## config.mk

```make
export PLATFORM = sky130hd
export DESIGN_NAME = differential_drive_mixer_watchdog_core
export DESIGN_NICKNAME = d
export VERILOG_FILES = /design/src/sv/ddmw_pkg.sv /design/src/sv/ddmw_mix.sv /design/src/sv/differential_drive_mixer_watchdog_core.sv
export SDC_FILE = /design/constraint.sdc
export NUM_CORES = 1
export LEC_CHECK = 0
export ABC_AREA = 1
export BUFFER_PORTS_ARGS = -buffer_cell sky130_fd_sc_hd__buf_2
export CORE_ASPECT_RATIO = 2
export CORE_UTILIZATION = 55
export CTS_BUF_LIST = sky130_fd_sc_hd__clkbuf_4 sky130_fd_sc_hd__clkbuf_8 sky130_fd_sc_hd__clkbuf_16
export CTS_CLUSTER_DIAMETER = 120
export DETAILED_ROUTE_END_ITERATION = 8
export PLACE_DENSITY = 0.74
export RECOVER_POWER = 25
export SYNTH_ARGS = -nofsm -noshare
export SYNTH_HDL_FRONTEND = slang
export SYNTH_SLANG_ARGS = --single-unit
```

## constraint.sdc

```tcl
create_clock -name clk -period 19.6 [get_ports clk]
set_input_delay 0 -clock clk [delete_from_list [all_inputs] [get_ports clk]]
set_output_delay 0 -clock clk [all_outputs]
set_load 0.02 [all_outputs]
```

## src/sv/ddmw_pkg.sv

```systemverilog
`default_nettype none
package ddmw_pkg;

  localparam int ELAPSED_WIDTH = 16;
  localparam int TIMEOUT_WIDTH = 16;
  localparam int CMP_WIDTH     = (ELAPSED_WIDTH > TIMEOUT_WIDTH) ? ELAPSED_WIDTH
                                                                 : TIMEOUT_WIDTH;

  localparam logic [TIMEOUT_WIDTH-1:0] TIMEOUT_RESET = TIMEOUT_WIDTH'(500);

  localparam logic OP_DRIVE = 1'b0;
  localparam logic OP_TICK  = 1'b1;

  localparam logic signed [9:0] SPEED_MAX = 10'sd100;
  localparam logic signed [9:0] SPEED_MIN = -10'sd100;

  // duty = mag * 255 / 100 as mag * 2.55 in fixed point, exact for mag up to 100
  localparam int               DUTY_SHIFT = 12;
  localparam logic [20:0]      DUTY_RECIP = 21'd10445;

  typedef struct packed {
    logic       in_a;
    logic       in_b;
    logic [7:0] duty;
  } side_t;

  function automatic logic signed [7:0] clamp_speed(input logic signed [9:0] v);
    logic signed [7:0] r;
    if (v > SPEED_MAX) begin
      r = 8'(SPEED_MAX);
    end else if (v < SPEED_MIN) begin
      r = 8'(SPEED_MIN);
    end else begin
      r = v[7:0];
    end
    return r;
  endfunction

  function automatic logic [7:0] duty_of(input logic [6:0] mag);
    logic [20:0] prod;
    prod = 21'(mag) * DUTY_RECIP;
    return prod[DUTY_SHIFT+7:DUTY_SHIFT];
  endfunction

endpackage
`default_nettype wire

```

## src/sv/ddmw_mix.sv

```systemverilog
`default_nettype none
module ddmw_mix import ddmw_pkg::*; (
  input  wire logic signed [7:0] stick_x,
  input  wire logic signed [7:0] stick_y,
  output side_t                  left,
  output side_t                  right,
  output logic                   moving
);

  logic signed [9:0] x_ext;
  logic signed [9:0] y_ext;
  logic signed [7:0] left_speed;
  logic signed [7:0] right_speed;
  logic        [7:0] left_abs;
  logic        [7:0] right_abs;

  assign x_ext = {{2{stick_x[7]}}, stick_x};
  assign y_ext = {{2{stick_y[7]}}, stick_y};

  assign left_speed  = clamp_speed(x_ext - y_ext);
  assign right_speed = clamp_speed(-y_ext - x_ext);

  // clamped speeds stay within +-100, so the magnitude fits in 7 bits
  assign left_abs  = left_speed[7]  ? 8'(-left_speed)  : 8'(left_speed);
  assign right_abs = right_speed[7] ? 8'(-right_speed) : 8'(right_speed);

  always_comb begin
    left.in_a  = !left_speed[7] && (left_speed != 8'sd0);
    left.in_b  = left_speed[7];
    left.duty  = duty_of(left_abs[6:0]);
    right.in_a = !right_speed[7] && (right_speed != 8'sd0);
    right.in_b = right_speed[7];
    right.duty = duty_of(right_abs[6:0]);
  end

  assign moving = (left_speed != 8'sd0) || (right_speed != 8'sd0);

endmodule
`default_nettype wire

```

## src/sv/differential_drive_mixer_watchdog_core.sv

```systemverilog
// differential drive mixer with command watchdog
// input channel (in_valid / in_stall): operation selects a drive command (stick_x,
// stick_y) or a one millisecond tick; stick fields are ignored on ticks
// output channel (out_valid / out_stall): bridge direction bits and duties per side,
// drive_active and timed_out; an item gives zero or one transaction
// cfg_write / cfg_data load timeout_ticks; the user must do so only while the
// block is idle, as the block itself does not enforce it
// an accepted item waits in the input register; its result is then registered
// throughput: one item per cycle while the result is not stalled, set by the single
// input register feeding the mixer and watchdog counter into the result register
// a stalled result holds; while it waits the input register cannot hand its item
// on, so in_stall rises as soon as the input register is full
// reset (rst, synchronous) stops the drive, clears the elapsed counter, empties
// both registers and loads timeout_ticks with 500
`default_nettype none
module differential_drive_mixer_watchdog_core import ddmw_pkg::*; (
  input  wire logic                     clk,
  input  wire logic                     rst,
  input  wire logic                     cfg_write,
  input  wire logic [TIMEOUT_WIDTH-1:0] cfg_data,
  input  wire logic                     in_valid,
  output logic                          in_stall,
  input  wire logic                     operation,
  input  wire logic signed [7:0]        stick_x,
  input  wire logic signed [7:0]        stick_y,
  output logic                          out_valid,
  input  wire logic                     out_stall,
  output logic                          left_in_a,
  output logic                          left_in_b,
  output logic [7:0]                    left_duty,
  output logic                          right_in_a,
  output logic                          right_in_b,
  output logic [7:0]                    right_duty,
  output logic                          drive_active,
  output logic                          timed_out
);

  logic [TIMEOUT_WIDTH-1:0] timeout_reg;

  logic                     s1_valid;
  logic                     s1_op;
  logic signed [7:0]        s1_x;
  logic signed [7:0]        s1_y;

  logic                     running;
  logic                     running_next;
  logic [ELAPSED_WIDTH-1:0] elapsed;
  logic [ELAPSED_WIDTH-1:0] elapsed_next;
  logic [ELAPSED_WIDTH-1:0] elapsed_inc;

  side_t                    mix_left;
  side_t                    mix_right;
  logic                     mix_moving;

  logic                     advance;
  logic                     emit;
  side_t                    res_left;
  side_t                    res_right;
  logic                     res_active;
  logic                     res_timed_out;

  ddmw_mix u_mix (
    .stick_x (s1_x),
    .stick_y (s1_y),
    .left    (mix_left),
    .right   (mix_right),
    .moving  (mix_moving)
  );

  assign advance  = s1_valid && (!out_valid || !out_stall);
  assign in_stall = s1_valid && !advance;

  always_ff @(posedge clk) begin
    if (rst) begin
      timeout_reg <= TIMEOUT_RESET;
    end else if (cfg_write) begin
      timeout_reg <= cfg_data;
    end
  end

  always_ff @(posedge clk) begin
    if (rst) begin
      s1_valid <= 1'b0;
    end else if (!in_stall) begin
      s1_valid <= in_valid;
    end
  end

  always_ff @(posedge clk) begin
    if (!in_stall && in_valid) begin
      s1_op <= operation;
      s1_x  <= stick_x;
      s1_y  <= stick_y;
    end
  end

  // saturating count up
  assign elapsed_inc = (elapsed == {ELAPSED_WIDTH{1'b1}}) ? elapsed
                                                          : elapsed + 1'b1;

  always_comb begin
    emit          = 1'b0;
    running_next  = running;
    elapsed_next  = elapsed;
    res_left      = mix_left;
    res_right     = mix_right;
    res_active    = mix_moving;
    res_timed_out = 1'b0;
    if (s1_op == OP_DRIVE) begin
      // stop request while already stopped is dropped
      if (mix_moving || running) begin
        emit         = 1'b1;
        running_next = mix_moving;
        elapsed_next = '0;
      end
    end else if (running) begin
      elapsed_next = elapsed_inc;
      if (CMP_WIDTH'(elapsed_inc) >= CMP_WIDTH'(timeout_reg)) begin
        emit          = 1'b1;
        running_next  = 1'b0;
        res_left      = '0;
        res_right     = '0;
        res_active    = 1'b0;
        res_timed_out = 1'b1;
      end
    end
  end

  always_ff @(posedge clk) begin
    if (rst) begin
      running <= 1'b0;
      elapsed <= '0;
    end else if (advance) begin
      running <= running_next;
      elapsed <= elapsed_next;
    end
  end

  always_ff @(posedge clk) begin
    if (rst) begin
      out_valid <= 1'b0;
    end else if (!out_valid || !out_stall) begin
      out_valid <= advance && emit;
    end
  end

  always_ff @(posedge clk) begin
    if (advance && emit) begin
      left_in_a    <= res_left.in_a;
      left_in_b    <= res_left.in_b;
      left_duty    <= res_left.duty;
      right_in_a   <= res_right.in_a;
      right_in_b   <= res_right.in_b;
      right_duty   <= res_right.duty;
      drive_active <= res_active;
      timed_out    <= res_timed_out;
    end
  end

endmodule
`default_nettype wire

```

==> impl_metrics.toml <==
[outcome]
status = "complete, no violations"

[timing]
fin_crit_ns = 6.74
final.setup.tns_ns = 0
final.setup.worst_slack_ns = 12.86
final-hold-violation-count = 0
finalSetupViolCount = 0
finClkSkew_ns = 0.0121
rsz0062_at_grt = "false"
relSlewSlack_pct = 40.6
timing.fmax_mhz = 148
slew_viol_final = 0
period_share_pct = 34.4
max_slew.worst_pin.slew_ns = 0.885

[min_path]
hp-class = "in -> reg"
hp-start = "cfg_write"
whs_path_depth = 2

[clocking]
cts_hold_buf = 38
cts_buffer_depth = 2
cts_tree = "yes"
clk_pin_slew_ns = 0.07
cts.sinks = 74
h-tree-depth = 3
cts_buffers = 9
cts-root-buf = "clkbuf_16"
cts.repair.resized = 0
postCtsSetupBuffers = 0
clk_latency_ns = 0.35

[worst_setup_path]
cp_max_fo = 9
crit_type = "reg -> reg"
cp_data_required_time_ns = 19.76
worst_setup_path_start_kind = "flip-flop"
reg2reg_from = "s1_x[1]"
crit_slowest_cell = "fa_1"
r2r.worst_path.cells = 32
worst_path_largest_cell_delay_ns = 0.50
cp-end-kind = "flip-flop"
startpoint = "s1_x[1]"
crit_arrival_ns = 6.90
path_common_cell = "nand2_1"

[cells_and_area]
drive_gt1_share_pct = 8.46
regArea_sq_um = 1870
nNetsFinal = 1380
num-fill-cells = 1324
area_delta_synth_final_pct = 14.2
multi_input_area_sq_um = 5360
final_core_util_pct = 63.9

[global_route]
antenna_found_initial = 1
grt.total_usage_pct = 29.4
grt_max_degree = 35
grt_pass1_vias = 7584
grt_first_pass_wirelength_um = 33500
grt_remaining_overflow = 0

[logic_synthesis]
synthArstFlopShare_pct = 0
synth_flop_cell = "edfxtp_1"
synth_seq_cells = 74
synth_fp_nets = 1284
synth_area_sq_um = 7980
yosysSeqAreaShare_pct = 23.4
synth.distinct_cells = 41
yosysWarnings = 0
syn_inst = 1081
synth-edff-count = 39
synth_area_per_cell_sq_um = 7.39

[drt]
wl_met3_um = 518
vias = 7435
wl_per_cell_um = 15.3
drt_iter0_markers = 325
wl_um = 21000
drtPass1Iterations = 7
via_per_inst = 5.41
ant_nets = 0
wl_met2_um = 11900
wirelength_met1_um = 6880
top_layer = "met4"
remaining_drc_errors = 0

[placed_design]
port_buffers = 61
dp_hpwl_um = 16500
dp_slack_ns = 12.86
gp_congestion = 0.984

[floorplanning]
die_x_um = 87.2
dieArea_sq_um = 15000
start_util_pct = 55.9
placementRows = 62
die_h_um = 172
coreArea_sq_um = 14300
ios = 62

[run]
max-cap-violations = 0
## metrics by stage
step	hold slack [ns]	std cells	instance area (sq um)
global route	0.0806	1375	9120
floorplan	0.0989	1081	7980
CTS	0.0319	1374	9130
global placement	0.178	1320	8450
finish	0.0357	1375	9120
detailed placement	0.178	1320	8450
## metal layers
layer  track usage (%)  up-vias
met5                 0        -
met1              23.5     3387
li1                  -     3771
met2              59.8      189
met3              3.48       88
met4              24.3        0
## critical path: cells and delay by family, from the launching register on
kind	cells	cell delay, ns
flops	1	0.44
xor+xnor	1	0.45
fa+ha+maj	8	2.80
buf+inv	4	0.28
compound gates	3	0.51
simple gates	16	2.02
## logic make-up (layout without fill, tap and decap cells)
| family | after synthesis | after routing | synth area share [%] |
|---|---|---|---|
| buf+inv | 192 | 293 | 9.43 |
| flops | 74 | 74 | 23.4 |
| simple gates | 472 | 472 | 26.2 |
| other cells | 0 | 1 | 0 |
| xor+xnor | 21 | 21 | 2.30 |
| compound gates | 157 | 157 | 10.7 |
| fa+ha+maj | 165 | 165 | 27.9 |
## layout by cell type (no fill, tap or decap), types with 7 or more instances in the layout
cell type      instances
a21oi_1               91
xor2_1                14
xnor2_1                7
nand4_1               20
dfxtp_1               35
nor2_1                93
clkbuf_1              14
fa_1                  22
clkbuf_16             10
nand2_1              234
inv_1                166
nor3_1                17
nand2_4                7
edfxtp_1              39
dlygate4sd3_1         38
inv_2                 10
nand3_1               76
o21ai_0               47
ha_1                 143
buf_2                 47
## Yosys cell counts (2+ instances only)
master	count	area share [%]
nand2_2	2	0.16
inv_2	10	0.47
ha_1	143	22
clkbuf_1	7	0.33
nand3_1	76	4.8
o21bai_1	3	0.28
nor3_1	17	1.1
nand3b_1	5	0.47
a211oi_1	2	0.19
nor4_1	5	0.39
or2_2	5	0.39
inv_1	166	7.8
xnor2_1	7	0.77
buf_2	4	0.25
buf_6	3	0.42
o21ai_0	47	2.9
nand2_4	7	0.99
xor2_1	14	1.5
a21oi_1	91	5.7
nand4_1	20	1.6
nor2_1	93	4.4
a21o_1	4	0.38
nand3_2	3	0.38
nand2_1	234	11
a221oi_1	2	0.22
dfxtp_1	35	8.8
edfxtp_1	39	15
fa_1	22	5.5
a21oi_2	3	0.33
## area by class of cell
type,instances,area share [%]
antenna,1,0.0274
clock buffer,12,2.98
clock inverter,4,0.343
inverter,178,7.38
multi-input combinational,815,58.8
sequential,74,20.5
tap,192,2.63
timing repair buffer,99,7.33
## worst paths after layout
check              endpoint  slack (ns)
max reg2reg   right_duty[0]       12.86
max           right_duty[0]       12.86
min reg2reg  timeout_reg[3]        0.48
min          timeout_reg[2]        0.04
Power is not shown: default switching activity piles up to over one toggle a cycle in this logic, so the estimate is an artifact.
